--- src/assert_macros.svh ---
// Assertion macros shared by the timer queue RTL.
// No dependencies; included by the modules that carry assertions.
`ifndef ASSERT_MACROS_SVH
`define ASSERT_MACROS_SVH

// Property that must hold at every clock edge outside reset.
`define DTQ_ASSERT(lbl, clk, rst, prop, msg) \
   lbl: assert property (@(posedge clk) disable iff (rst) prop) \
      else $error(msg);

// Consequent must hold in the cycle after the antecedent.
`define DTQ_ASSERT_NEXT(lbl, clk, rst, ante, cons, msg) \
   lbl: assert property (@(posedge clk) disable iff (rst) (ante) |=> (cons)) \
      else $error(msg);

`endif

--- src/dtq_pkg.sv ---
// Shared types and constants for the deadline timer queue.
// No dependencies; used by every module of the block.
`timescale 1ns / 1ps

package dtq_pkg;

   localparam int NOW_W    = 48;
   localparam int TMO_W    = 32;
   localparam int TAG_W    = 32;
   localparam int DL_W     = 49;
   localparam int SLOT_W   = 4;
   localparam int STATUS_W = 3;
   localparam int REM_W    = 32;

   typedef enum logic [1:0] {
      OP_ADD     = 2'd0,
      OP_DELETE  = 2'd1,
      OP_PROCESS = 2'd2,
      OP_CLEAR   = 2'd3
   } op_type;

   typedef enum logic [STATUS_W-1:0] {
      ST_ADDED      = 3'd0,
      ST_FULL       = 3'd1,
      ST_REMOVED    = 3'd2,
      ST_NOT_ACTIVE = 3'd3,
      ST_FIRED      = 3'd4,
      ST_WAITING    = 3'd5,
      ST_EMPTY      = 3'd6,
      ST_CLEARED    = 3'd7
   } status_type;

   // engine -> allocator
   typedef struct packed {
      logic scan_start;
      logic set_en;     // mark the last found slot active
      logic clr_en;     // free clr_idx
      logic clr_all;
   } alloc_cmd_type;

   // allocator -> engine
   typedef struct packed {
      logic scan_done;
      logic scan_found;
   } alloc_stat_type;

endpackage

--- src/dtq_alloc.sv ---
// Slot allocator: active flags per slot and lowest-free-slot scan.
// Depends on dtq_pkg and assert_macros.svh.
`timescale 1ns / 1ps
`include "assert_macros.svh"

module dtq_alloc #(
   parameter int NUM_TIMERS = 16,
   localparam int SW = (NUM_TIMERS > 1) ? $clog2(NUM_TIMERS) : 1
) (
   input  logic                    clock,
   input  logic                    reset,
   input  dtq_pkg::alloc_cmd_type  cmd,
   input  logic [SW-1:0]           clr_idx,
   input  logic [SW-1:0]           query_idx,
   output logic                    query_active,
   output dtq_pkg::alloc_stat_type stat,
   output logic [SW-1:0]           found_idx
);

   localparam int GRP  = 8;
   localparam int PW   = $clog2(GRP);
   localparam int NGRP = (NUM_TIMERS + GRP - 1) / GRP;
   localparam int GW   = (NGRP > 1) ? $clog2(NGRP) : 1;
   localparam int PADN = NGRP * GRP;

   logic [NUM_TIMERS-1:0]   active_ff;
   logic [PADN-1:0]         free_vec;
   logic [GRP-1:0]          grp_bits;
   logic [PW-1:0]           pos;
   logic                    any_free;
   logic                    busy_ff;
   logic [GW-1:0]           grp_ff;
   dtq_pkg::alloc_stat_type stat_ff;
   logic [SW-1:0]           found_idx_ff;

   for (genvar g = 0; g < PADN; g++) begin : g_free
      if (g < NUM_TIMERS) begin : g_real
         assign free_vec[g] = ~active_ff[g];
      end else begin : g_pad
         assign free_vec[g] = 1'b0;
      end
   end

   // one group of eight per cycle
   always_comb begin
      grp_bits = free_vec[32'(grp_ff) * GRP +: GRP];
      any_free = |grp_bits;
      pos      = '0;
      for (int j = GRP - 1; j >= 0; j--) begin
         if (grp_bits[j]) begin
            pos = PW'(j);
         end
      end
   end

   always_ff @(posedge clock) begin
      if (reset) begin
         active_ff <= '0;
         busy_ff   <= 1'b0;
         stat_ff   <= '0;
      end else begin
         stat_ff <= '0;
         if (cmd.clr_all) begin
            active_ff <= '0;
         end else begin
            if (cmd.set_en) begin
               active_ff[found_idx_ff] <= 1'b1;
            end
            if (cmd.clr_en) begin
               active_ff[clr_idx] <= 1'b0;
            end
         end
         if (cmd.scan_start) begin
            busy_ff <= 1'b1;
            grp_ff  <= '0;
         end else if (busy_ff) begin
            if (any_free) begin
               busy_ff            <= 1'b0;
               stat_ff.scan_done  <= 1'b1;
               stat_ff.scan_found <= 1'b1;
               found_idx_ff       <= SW'({grp_ff, pos});
            end else if (grp_ff == GW'(NGRP - 1)) begin
               busy_ff           <= 1'b0;
               stat_ff.scan_done <= 1'b1;
            end else begin
               grp_ff <= grp_ff + 1'b1;
            end
         end
      end
   end

   assign query_active = active_ff[query_idx];
   assign stat         = stat_ff;
   assign found_idx    = found_idx_ff;

   `DTQ_ASSERT(a_found_is_free, clock, reset,
      stat_ff.scan_done && stat_ff.scan_found |-> !active_ff[found_idx_ff],
      "allocator returned a slot that is already active")
   `DTQ_ASSERT(a_done_after_busy, clock, reset,
      stat_ff.scan_done |-> $past(busy_ff),
      "scan done without a scan in progress")

endmodule

--- src/dtq_engine.sv ---
// List engine: sorted deadline list held in node and tag memories, walked
// one entry per cycle. Depends on dtq_pkg and assert_macros.svh.
`timescale 1ns / 1ps
`include "assert_macros.svh"

module dtq_engine #(
   parameter int NUM_TIMERS = 16,
   localparam int SW = (NUM_TIMERS > 1) ? $clog2(NUM_TIMERS) : 1
) (
   input  logic                            clock,
   input  logic                            reset,
   input  logic                            in_valid,
   output logic                            in_ready,
   input  logic [1:0]                      in_op,
   input  logic [dtq_pkg::NOW_W-1:0]       in_now_us,
   input  logic [dtq_pkg::TMO_W-1:0]       in_timeout_us,
   input  logic [dtq_pkg::TAG_W-1:0]       in_tag,
   input  logic [dtq_pkg::SLOT_W-1:0]      in_slot,
   output logic                            res_valid,
   input  logic                            res_take,
   output logic [dtq_pkg::STATUS_W-1:0]    res_status,
   output logic [dtq_pkg::SLOT_W-1:0]      res_slot_out,
   output logic [dtq_pkg::TAG_W-1:0]       res_tag_out,
   output logic [dtq_pkg::REM_W-1:0]       res_remaining_us,
   output dtq_pkg::alloc_cmd_type          alloc_cmd,
   output logic [SW-1:0]                   clr_idx,
   output logic [SW-1:0]                   query_idx,
   input  logic                            query_active,
   input  dtq_pkg::alloc_stat_type         alloc_stat,
   input  logic [SW-1:0]                   found_idx
);

   localparam int LW = $clog2(NUM_TIMERS + 1);
   localparam logic [LW-1:0] LINK_NONE = LW'(NUM_TIMERS);

   typedef struct packed {
      logic [dtq_pkg::DL_W-1:0] dl;
      logic [LW-1:0]            nxt;
   } node_type;

   typedef enum logic [3:0] {
      S_IDLE,
      S_SCAN,
      S_WALK,
      S_LINK_NEW,
      S_LINK_PREV,
      S_DEL_CHK,
      S_DEL_WALK,
      S_PROC,
      S_DONE
   } state_type;

   state_type                     state_ff;
   logic [dtq_pkg::NOW_W-1:0]     now_ff;
   logic [dtq_pkg::DL_W-1:0]      dl_ff;
   logic [dtq_pkg::TAG_W-1:0]     tag_ff;
   logic [dtq_pkg::SLOT_W-1:0]    slot_ff;
   logic [SW-1:0]                 new_ff;
   logic [LW-1:0]                 head_ff;
   logic [LW-1:0]                 cur_ff;
   logic [LW-1:0]                 prev_ff;
   logic [dtq_pkg::DL_W-1:0]      prev_dl_ff;
   dtq_pkg::status_type           status_ff;
   logic [dtq_pkg::SLOT_W-1:0]    slot_out_ff;
   logic [dtq_pkg::TAG_W-1:0]     tag_out_ff;
   logic [dtq_pkg::REM_W-1:0]     rem_ff;

   node_type                      node_mem [NUM_TIMERS];
   logic [dtq_pkg::TAG_W-1:0]     tag_mem  [NUM_TIMERS];
   node_type                      node_rd_ff;
   logic [dtq_pkg::TAG_W-1:0]     tag_rd_ff;

   logic                          node_re;
   logic [SW-1:0]                 node_raddr;
   logic                          node_we;
   logic [SW-1:0]                 node_waddr;
   node_type                      node_wdata;
   logic                          tag_re;
   logic                          tag_we;

   logic                          del_hit;
   logic                          del_match;
   logic                          walk_on;
   logic                          fire;
   logic [dtq_pkg::DL_W-1:0]      diff;

   assign del_hit   = (32'(slot_ff) < 32'(NUM_TIMERS)) && query_active;
   assign del_match = (cur_ff == LW'(slot_ff));
   assign walk_on   = (node_rd_ff.dl <= dl_ff);
   assign fire      = (dtq_pkg::DL_W'(now_ff) >= node_rd_ff.dl);
   assign diff      = node_rd_ff.dl - dtq_pkg::DL_W'(now_ff);
   assign query_idx = SW'(slot_ff);

   always_comb begin
      node_re    = 1'b0;
      node_raddr = head_ff[SW-1:0];
      node_we    = 1'b0;
      node_waddr = new_ff;
      node_wdata = '{dl: dl_ff, nxt: cur_ff};
      tag_re     = 1'b0;
      tag_we     = 1'b0;
      alloc_cmd  = '0;
      clr_idx    = head_ff[SW-1:0];
      unique case (state_ff)
         S_IDLE: begin
            if (in_valid) begin
               unique case (dtq_pkg::op_type'(in_op))
                  dtq_pkg::OP_ADD: alloc_cmd.scan_start = 1'b1;
                  dtq_pkg::OP_PROCESS: begin
                     node_re = (head_ff != LINK_NONE);
                     tag_re  = (head_ff != LINK_NONE);
                  end
                  dtq_pkg::OP_CLEAR: alloc_cmd.clr_all = 1'b1;
                  default: ;
               endcase
            end
         end
         S_SCAN: begin
            if (alloc_stat.scan_done && alloc_stat.scan_found) begin
               alloc_cmd.set_en = 1'b1;
               tag_we           = 1'b1;
               if (head_ff == LINK_NONE) begin
                  node_we    = 1'b1;
                  node_waddr = found_idx;
                  node_wdata = '{dl: dl_ff, nxt: LINK_NONE};
               end else begin
                  node_re = 1'b1;
               end
            end
         end
         S_WALK: begin
            if (walk_on && node_rd_ff.nxt != LINK_NONE) begin
               node_re    = 1'b1;
               node_raddr = node_rd_ff.nxt[SW-1:0];
            end
         end
         S_LINK_NEW: node_we = 1'b1;
         S_LINK_PREV: begin
            node_we    = 1'b1;
            node_waddr = prev_ff[SW-1:0];
            node_wdata = '{dl: prev_dl_ff, nxt: LW'(new_ff)};
         end
         S_DEL_CHK: begin
            if (del_hit) begin
               alloc_cmd.clr_en = 1'b1;
               clr_idx          = SW'(slot_ff);
               node_re          = 1'b1;
            end
         end
         S_DEL_WALK: begin
            if (del_match) begin
               if (prev_ff != LINK_NONE) begin
                  node_we    = 1'b1;
                  node_waddr = prev_ff[SW-1:0];
                  node_wdata = '{dl: prev_dl_ff, nxt: node_rd_ff.nxt};
               end
            end else begin
               node_re    = 1'b1;
               node_raddr = node_rd_ff.nxt[SW-1:0];
            end
         end
         S_PROC: alloc_cmd.clr_en = fire;
         S_DONE: ;
         default: ;
      endcase
   end

   // node and tag memories, registered read
   always_ff @(posedge clock) begin
      if (node_we) begin
         node_mem[node_waddr] <= node_wdata;
      end
      if (node_re) begin
         node_rd_ff <= node_mem[node_raddr];
      end
   end

   always_ff @(posedge clock) begin
      if (tag_we) begin
         tag_mem[found_idx] <= tag_ff;
      end
      if (tag_re) begin
         tag_rd_ff <= tag_mem[head_ff[SW-1:0]];
      end
   end

   always_ff @(posedge clock) begin
      if (reset) begin
         state_ff <= S_IDLE;
         head_ff  <= LINK_NONE;
      end else begin
         unique case (state_ff)
            S_IDLE: begin
               if (in_valid) begin
                  now_ff      <= in_now_us;
                  dl_ff       <= dtq_pkg::DL_W'(in_now_us) + dtq_pkg::DL_W'(in_timeout_us);
                  tag_ff      <= in_tag;
                  slot_ff     <= in_slot;
                  slot_out_ff <= '0;
                  tag_out_ff  <= '0;
                  rem_ff      <= '0;
                  unique case (dtq_pkg::op_type'(in_op))
                     dtq_pkg::OP_ADD:    state_ff <= S_SCAN;
                     dtq_pkg::OP_DELETE: state_ff <= S_DEL_CHK;
                     dtq_pkg::OP_PROCESS: begin
                        if (head_ff == LINK_NONE) begin
                           status_ff <= dtq_pkg::ST_EMPTY;
                           state_ff  <= S_DONE;
                        end else begin
                           state_ff <= S_PROC;
                        end
                     end
                     dtq_pkg::OP_CLEAR: begin
                        head_ff   <= LINK_NONE;
                        status_ff <= dtq_pkg::ST_CLEARED;
                        state_ff  <= S_DONE;
                     end
                     default: ;
                  endcase
               end
            end
            S_SCAN: begin
               if (alloc_stat.scan_done) begin
                  if (alloc_stat.scan_found) begin
                     new_ff      <= found_idx;
                     status_ff   <= dtq_pkg::ST_ADDED;
                     slot_out_ff <= dtq_pkg::SLOT_W'(found_idx);
                     cur_ff      <= head_ff;
                     prev_ff     <= LINK_NONE;
                     if (head_ff == LINK_NONE) begin
                        head_ff  <= LW'(found_idx);
                        state_ff <= S_DONE;
                     end else begin
                        state_ff <= S_WALK;
                     end
                  end else begin
                     status_ff <= dtq_pkg::ST_FULL;
                     state_ff  <= S_DONE;
                  end
               end
            end
            S_WALK: begin
               // equal deadlines are passed so the new entry lands after them
               if (walk_on) begin
                  prev_ff    <= cur_ff;
                  prev_dl_ff <= node_rd_ff.dl;
                  cur_ff     <= node_rd_ff.nxt;
                  if (node_rd_ff.nxt == LINK_NONE) begin
                     state_ff <= S_LINK_NEW;
                  end
               end else begin
                  state_ff <= S_LINK_NEW;
               end
            end
            S_LINK_NEW: begin
               if (prev_ff == LINK_NONE) begin
                  head_ff  <= LW'(new_ff);
                  state_ff <= S_DONE;
               end else begin
                  state_ff <= S_LINK_PREV;
               end
            end
            S_LINK_PREV: state_ff <= S_DONE;
            S_DEL_CHK: begin
               slot_out_ff <= slot_ff;
               cur_ff      <= head_ff;
               prev_ff     <= LINK_NONE;
               if (del_hit) begin
                  status_ff <= dtq_pkg::ST_REMOVED;
                  state_ff  <= S_DEL_WALK;
               end else begin
                  status_ff <= dtq_pkg::ST_NOT_ACTIVE;
                  state_ff  <= S_DONE;
               end
            end
            S_DEL_WALK: begin
               if (del_match) begin
                  if (prev_ff == LINK_NONE) begin
                     head_ff <= node_rd_ff.nxt;
                  end
                  state_ff <= S_DONE;
               end else begin
                  prev_ff    <= cur_ff;
                  prev_dl_ff <= node_rd_ff.dl;
                  cur_ff     <= node_rd_ff.nxt;
               end
            end
            S_PROC: begin
               if (fire) begin
                  head_ff     <= node_rd_ff.nxt;
                  status_ff   <= dtq_pkg::ST_FIRED;
                  slot_out_ff <= dtq_pkg::SLOT_W'(head_ff);
                  tag_out_ff  <= tag_rd_ff;
               end else begin
                  status_ff <= dtq_pkg::ST_WAITING;
                  rem_ff    <= (|diff[dtq_pkg::DL_W-1:dtq_pkg::REM_W]) ? '1
                                                                    : diff[dtq_pkg::REM_W-1:0];
               end
               state_ff <= S_DONE;
            end
            S_DONE: begin
               if (res_take) begin
                  state_ff <= S_IDLE;
               end
            end
            default: state_ff <= S_IDLE;
         endcase
      end
   end

   assign in_ready         = (state_ff == S_IDLE);
   assign res_valid        = (state_ff == S_DONE);
   assign res_status       = status_ff;
   assign res_slot_out     = slot_out_ff;
   assign res_tag_out      = tag_out_ff;
   assign res_remaining_us = rem_ff;

   `DTQ_ASSERT(a_no_rw_collision, clock, reset,
      node_we && node_re |-> node_waddr != node_raddr,
      "node memory read and write hit the same entry")
   `DTQ_ASSERT(a_walk_has_entry, clock, reset,
      (state_ff == S_WALK) || (state_ff == S_DEL_WALK) |-> cur_ff != LINK_NONE,
      "list walk reached past the tail")

endmodule

--- src/deadline_timer_queue.sv ---
// Deadline timer queue top level: allocator, list engine, result register.
// Depends on dtq_pkg, dtq_alloc, dtq_engine and assert_macros.svh.
//
//   channel | direction | handshake           | payload
//   req_    | in        | req_valid/req_ready | op, now_us, timeout_us, tag, slot
//   rsp_    | out       | rsp_valid/rsp_ready | status, slot_out, tag_out, remaining_us
//
// One item at a time. Clear and empty process go straight to the result; process reads
// the head node; delete checks the slot, then walks to it; add scans for a free slot, then
// (unless the list is empty or the pool full) walks and links, writing the previous node too
// mid-list. Walks read one node a cycle; scans take groups of eight, at most ceil(NUM_TIMERS/8).
// Reset is synchronous and empties the list at once (no clearing pass).
// A waiting result does not block the next transaction; a second one stalls req_ready.
`timescale 1ns / 1ps
`include "assert_macros.svh"

module deadline_timer_queue #(
   parameter int NUM_TIMERS = 16
) (
   input  logic                            clock,
   input  logic                            reset,
   input  logic                            req_valid,
   output logic                            req_ready,
   input  logic [1:0]                      req_op,
   input  logic [dtq_pkg::NOW_W-1:0]       req_now_us,
   input  logic [dtq_pkg::TMO_W-1:0]       req_timeout_us,
   input  logic [dtq_pkg::TAG_W-1:0]       req_tag,
   input  logic [dtq_pkg::SLOT_W-1:0]      req_slot,
   output logic                            rsp_valid,
   input  logic                            rsp_ready,
   output logic [dtq_pkg::STATUS_W-1:0]    rsp_status,
   output logic [dtq_pkg::SLOT_W-1:0]      rsp_slot_out,
   output logic [dtq_pkg::TAG_W-1:0]       rsp_tag_out,
   output logic [dtq_pkg::REM_W-1:0]       rsp_remaining_us
);

   localparam int SW = (NUM_TIMERS > 1) ? $clog2(NUM_TIMERS) : 1;

   dtq_pkg::alloc_cmd_type          alloc_cmd;
   dtq_pkg::alloc_stat_type         alloc_stat;
   logic [SW-1:0]                   clr_idx;
   logic [SW-1:0]                   query_idx;
   logic                            query_active;
   logic [SW-1:0]                   found_idx;

   logic                            res_valid;
   logic                            res_take;
   logic [dtq_pkg::STATUS_W-1:0]    res_status;
   logic [dtq_pkg::SLOT_W-1:0]      res_slot_out;
   logic [dtq_pkg::TAG_W-1:0]       res_tag_out;
   logic [dtq_pkg::REM_W-1:0]       res_remaining_us;

   logic                            rsp_valid_ff;
   logic [dtq_pkg::STATUS_W-1:0]    rsp_status_ff;
   logic [dtq_pkg::SLOT_W-1:0]      rsp_slot_out_ff;
   logic [dtq_pkg::TAG_W-1:0]       rsp_tag_out_ff;
   logic [dtq_pkg::REM_W-1:0]       rsp_remaining_us_ff;

   dtq_alloc #(
      .NUM_TIMERS (NUM_TIMERS)
   ) u_alloc (
      .clock        (clock),
      .reset        (reset),
      .cmd          (alloc_cmd),
      .clr_idx      (clr_idx),
      .query_idx    (query_idx),
      .query_active (query_active),
      .stat         (alloc_stat),
      .found_idx    (found_idx)
   );

   dtq_engine #(
      .NUM_TIMERS (NUM_TIMERS)
   ) u_engine (
      .clock            (clock),
      .reset            (reset),
      .in_valid         (req_valid),
      .in_ready         (req_ready),
      .in_op            (req_op),
      .in_now_us        (req_now_us),
      .in_timeout_us    (req_timeout_us),
      .in_tag           (req_tag),
      .in_slot          (req_slot),
      .res_valid        (res_valid),
      .res_take         (res_take),
      .res_status       (res_status),
      .res_slot_out     (res_slot_out),
      .res_tag_out      (res_tag_out),
      .res_remaining_us (res_remaining_us),
      .alloc_cmd        (alloc_cmd),
      .clr_idx          (clr_idx),
      .query_idx        (query_idx),
      .query_active     (query_active),
      .alloc_stat       (alloc_stat),
      .found_idx        (found_idx)
   );

   // output register loads when empty or being drained this cycle
   assign res_take = res_valid && (!rsp_valid_ff || rsp_ready);

   always_ff @(posedge clock) begin
      if (reset) begin
         rsp_valid_ff <= 1'b0;
      end else if (res_take) begin
         rsp_valid_ff <= 1'b1;
      end else if (rsp_ready) begin
         rsp_valid_ff <= 1'b0;
      end
   end

   always_ff @(posedge clock) begin
      if (res_take) begin
         rsp_status_ff       <= res_status;
         rsp_slot_out_ff     <= res_slot_out;
         rsp_tag_out_ff      <= res_tag_out;
         rsp_remaining_us_ff <= res_remaining_us;
      end
   end

   assign rsp_valid        = rsp_valid_ff;
   assign rsp_status       = rsp_status_ff;
   assign rsp_slot_out     = rsp_slot_out_ff;
   assign rsp_tag_out      = rsp_tag_out_ff;
   assign rsp_remaining_us = rsp_remaining_us_ff;

   `DTQ_ASSERT_NEXT(a_one_in_flight, clock, reset,
      req_valid && req_ready, !req_ready,
      "new transaction accepted while one is in flight")

endmodule
--- config.mk ---
export PLATFORM = sky130hd
export DESIGN_NAME = deadline_timer_queue
export DESIGN_NICKNAME = d
export VERILOG_FILES = /design/src/dtq_pkg.sv /design/src/dtq_alloc.sv /design/src/dtq_engine.sv /design/src/deadline_timer_queue.sv
export VERILOG_INCLUDE_DIRS = /design/src /design/src/src
export SDC_FILE = /design/constraint.sdc
export NUM_CORES = 2
export LEC_CHECK = 0
export BUFFER_PORTS_ARGS = -buffer_cell sky130_fd_sc_hd__buf_2
export CAP_MARGIN = 25
export CORE_MARGIN = 2
export CORE_UTILIZATION = 40
export DETAILED_ROUTE_END_ITERATION = 8
export GPL_TIMING_DRIVEN = 0
export SLEW_MARGIN = 40
export SYNTH_ARGS = -nofsm -noshare
export SYNTH_HDL_FRONTEND = slang
export SYNTH_HIERARCHICAL = 1
export SYNTH_SLANG_ARGS = --single-unit
export TNS_END_PERCENT = 20
--- constraint.sdc ---
create_clock -name clock -period 20 [get_ports clock]
set_input_delay 4 -clock clock [delete_from_list [all_inputs] [get_ports clock]]
set_output_delay 4 -clock clock [all_outputs]
set_load 0.01 [all_outputs]
==> reports/metrics.csv <==
stage,metric,value,unit
outcome,outcome,finished clean,
layout,nets,5261,
synthesis,"area leader, netlist",edfxtp_1,
clock_network,# H-tree levels,4,
synthesis,flip-flop and latch count after synthesis,1834,
die,Initial Utilization,0.404,
setup_path,"Max FO, Critical Path",8,
global_route,vias in the first global route,41937,
place,# port buffers,194,
sta,clk_skew,0.0575,ns
clock_network,CTS sink count,1834,
clock_network,Clock Path Buffers,3,
synthesis,Yosys top cell area share,0.723,
sta,# setup viols final,0,
sta,Pins Over Slew Limit,0,
global_route,first-pass GRT wire length,293,mm
synthesis,xor and xnor fraction of the mapped netlist area,0.00911,
layout,"Cell Count, Final, Fillers Out",7647,
sta,Final Hold Viols,0,
sta,Least-Margin Pin Slew,0.904,ns
route,vias per cell,5.61,
sta,total negative slack,0,ns
setup_path,"Slowest-stage cell, CP",nor3_1,
synthesis,distinct cell type count after synthesis,80,
route,Iter 0 DRT Violations,4587,
die,Die Ht,437,um
layout,share of post-route cells with drive strength above 1,0.193,
place,# placed instances,7302,
clock_network,Clock Latency Late Sink,0.83,ns
route,routed vias,42895,
synthesis,largest family of logic cells by synthesized area,multiplexers,
layout,most frequent cells in the layout,"edfxtp_1 (1805), mux2i_1 (438), buf_2 (266)",
place,dpl hpwl,146,mm
layout,fillcell total,15648,
synthesis,post-synthesis net count,4698,
route,post-route ant nets,0,
min_path,Hold Path Class,reg -> reg,
route,max layer used,met5,
layout,area occupied by multi-input gates,19300,um2
route,wire length on met3,12.3,mm
synthesis,"EDFF count, synth",1805,
layout,Sequential cell area,54800,um2
clock_network,CTS buffer count,184,
setup_path,Critical Path End Type,register,
route,Pre-antenna DRT Iters,6,
setup_path,"Top cell by count, worst path",nor3_1,
setup_path,Startpoint Class,input port,
power_and_ir_drop,leakage power,32.0,nW
synthesis,part of the Yosys area used for sequential elements,0.731,
route,drt wl/cell,26.7,um
global_route,total gr overflow,0,
setup_path,crit-path max cell delay,0.68,ns
clock_network,Clock Pin Slew Worst Setup and Hold Paths,0.06,ns
route,DRC,0,
die,FP Rows,158,
synthesis,mux cell area share after synthesis,0.110,
global_route,initial antenna violation count,23,
die,Die ar.,191000,um2
sta,RSZ-0062 raised after global routing,false,
place,gpl congestion,0.890,
synthesis,Synth Instances,4445,
layout,"most common cell after layout, fill and taps aside",edfxtp_1,
sta,minimum clock period,7.43,ns
die,Die W,437,um
setup_path,crit-path cells,buf_2 -> ha_1 -> inv_1 -> fa_1 -> nor2b_1 -> o2111a_1 -> o21ai_0 -> a31oi_1 -> a31oi_1 -> nor3_1 -> nor3_1 -> nor3_1 -> o31ai_4 -> and2_1 -> xnor2_1,
power_and_ir_drop,VDD IR-drop max,0.0877,mV
clock_network,CTS root buffer,clkbuf_16,
synthesis,fraction of the mapped netlist area in adder cells,0.0221,
route,DRT met1 WL,86.6,mm
synthesis,Post-synth top flop,edfxtp_1,
sta,"Period Utilization, post-route",0.372,
synthesis,Synth warnings,6,
synthesis,Syn Area/Cell,16.9,um2
clock_network,CTS tree,yes,
synthesis,Async SR Flop Fraction,0,
setup_path,crit path DAT,7.99,ns
setup_path,Setup CP Type,in -> reg,
sta,normalized max-slew margin,0.395,
route,met2 routed WL,98.4,mm
flow_run,Max-Cap Viols,0,
synthesis,synthesized area,75000,um2
route,final WL,205,mm
clock_network,post-CTS setup buffer count,0,
setup_path,Worst Path Buf+Inv,2,
synthesis,Synth Area in Compound Gates,0.0590,
clock_network,Hold Buf Count CTS,0,
setup_path,crit-path leading delay family,simple AND/OR/NAND/NOR gates,
global_route,Overall Global Routing Usage,0.211,
die,IO Count,195,
power_and_ir_drop,Power Density,115,nW/um2
synthesis,Post-Synth Simple-Gate Area,0.0489,
sta,max frequency,135,MHz
clock_network,CTS resizes,0,
die,Core Region,186000,um2
synthesis,top area cells in the synthesized netlist,"edfxtp_1 (72%), mux2i_1 (5.9%), mux4_2 (4.8%)",
global_route,largest net degree at the start of global routing,41,
setup_path,CP Data Required Time,20.56,ns
layout,Area Growth Syn to Fin,17.9,%
## power by group
part / total [mW] / internal [mW] / switching, mW / leakage [nW]
sequential: 4.69 / 4.57 / 0.113 / 16.6
clock: 3.32 / 1.86 / 1.46 / 2.78
combinational: 2.19 / 0.846 / 1.34 / 12.7
total: 10.2 / 7.28 / 2.92 / 32.0
## area by class of cell
| type | instances | area share |
|---|---|---|
| diodes | 16 | 0.000453 |
| plain buffers | 204 | 0.0114 |
| clock buffers | 239 | 0.0545 |
| clock inverters | 90 | 0.0108 |
| inverters | 147 | 0.00624 |
| multi-input cells | 2260 | 0.218 |
| flip-flops and latches | 1834 | 0.620 |
| well taps | 2480 | 0.0351 |
| repair buffers | 377 | 0.0441 |
## kinds of logic after synthesis
| kind of cell | Yosys count |
|---|---|
| fa+ha+maj | 131 |
| flops | 1834 |
| mux | 617 |
| buf+inv | 351 |
| compound gates | 706 |
| simple gates | 728 |
| xor+xnor | 78 |
## stage by stage
step | hold slack [ns] | utilization | setup slack [ns] | power [mW] | instance area [um2]
detailed placement | 0.405 | 0.444 | 11.70 | 6.96 | 82600
global route | 0.422 | 0.476 | 12.43 | 10.6 | 88400
global placement | 0.402 | 0.425 | 4.23 | 6.86 | 79100
CTS | 0.417 | 0.475 | 12.59 | 10.3 | 88300
finish | 0.412 | 0.476 | 12.57 | 10.2 | 88400
floorplan | 0.400 | - | 9.63 | 6.13 | 75000
## flip-flops by register name, summed over array words and instances (netlist names), 16 cells and up
name / count
rsp_remaining_us: 32
rsp_tag_out: 32
u_alloc/active_ff: 16
u_engine/dl_ff: 49
u_engine/node_mem: 864
u_engine/node_rd_ff: 54
u_engine/now_ff: 48
u_engine/prev_dl_ff: 49
u_engine/res_remaining_us: 32
u_engine/res_tag_out: 32
u_engine/tag_ff: 32
u_engine/tag_mem: 512
u_engine/tag_rd_ff: 32
## synth_stat cells (17+ instances only)
| library cell | n |
|---|---|
| a211oi_1 | 20 |
| xnor2_1 | 43 |
| a21o_1 | 49 |
| nor3_1 | 72 |
| clkbuf_1 | 123 |
| a21oi_1 | 160 |
| mux2i_1 | 445 |
| nand2b_1 | 24 |
| xor2_1 | 35 |
| a31oi_1 | 18 |
| dfxtp_1 | 29 |
| mux4_2 | 161 |
| o22ai_1 | 220 |
| buf_2 | 39 |
| edfxtp_1 | 1805 |
| or4_1 | 57 |
| nand4_1 | 31 |
| inv_1 | 147 |
| ha_1 | 129 |
| o21ai_0 | 117 |
| nand3_1 | 46 |
| nor2_1 | 121 |
| nand2_1 | 230 |
| and3_1 | 17 |
| and2_1 | 51 |
## worst paths after layout
path         cells after the start  slack [ns]                                   startpoint                                 to
min reg2reg                      0        0.41  u_engine/res_remaining_us[19]$_SDFFCE_PN0P_     rsp_remaining_us[19]$_DFFE_PP_
min                              0        0.41  u_engine/res_remaining_us[19]$_SDFFCE_PN0P_     rsp_remaining_us[19]$_DFFE_PP_
max reg2reg                     15       14.11            u_engine/node_rd_ff[23]$_DFFE_PP_  u_engine/node_rd_ff[16]$_DFFE_PP_
max                             15       12.57                                req_now_us[0]       u_engine/dl_ff[32]$_DFFE_PP_
## layer usage
layer / track usage / vias to the layer above
met1: 0.287 / 22067
met3: 0.0303 / 327
met5: 0 / -
met4: 0.0742 / 4
met2: 0.346 / 1667
li1: - / 18830
Note: power is estimated with default switching activity, not from simulation.
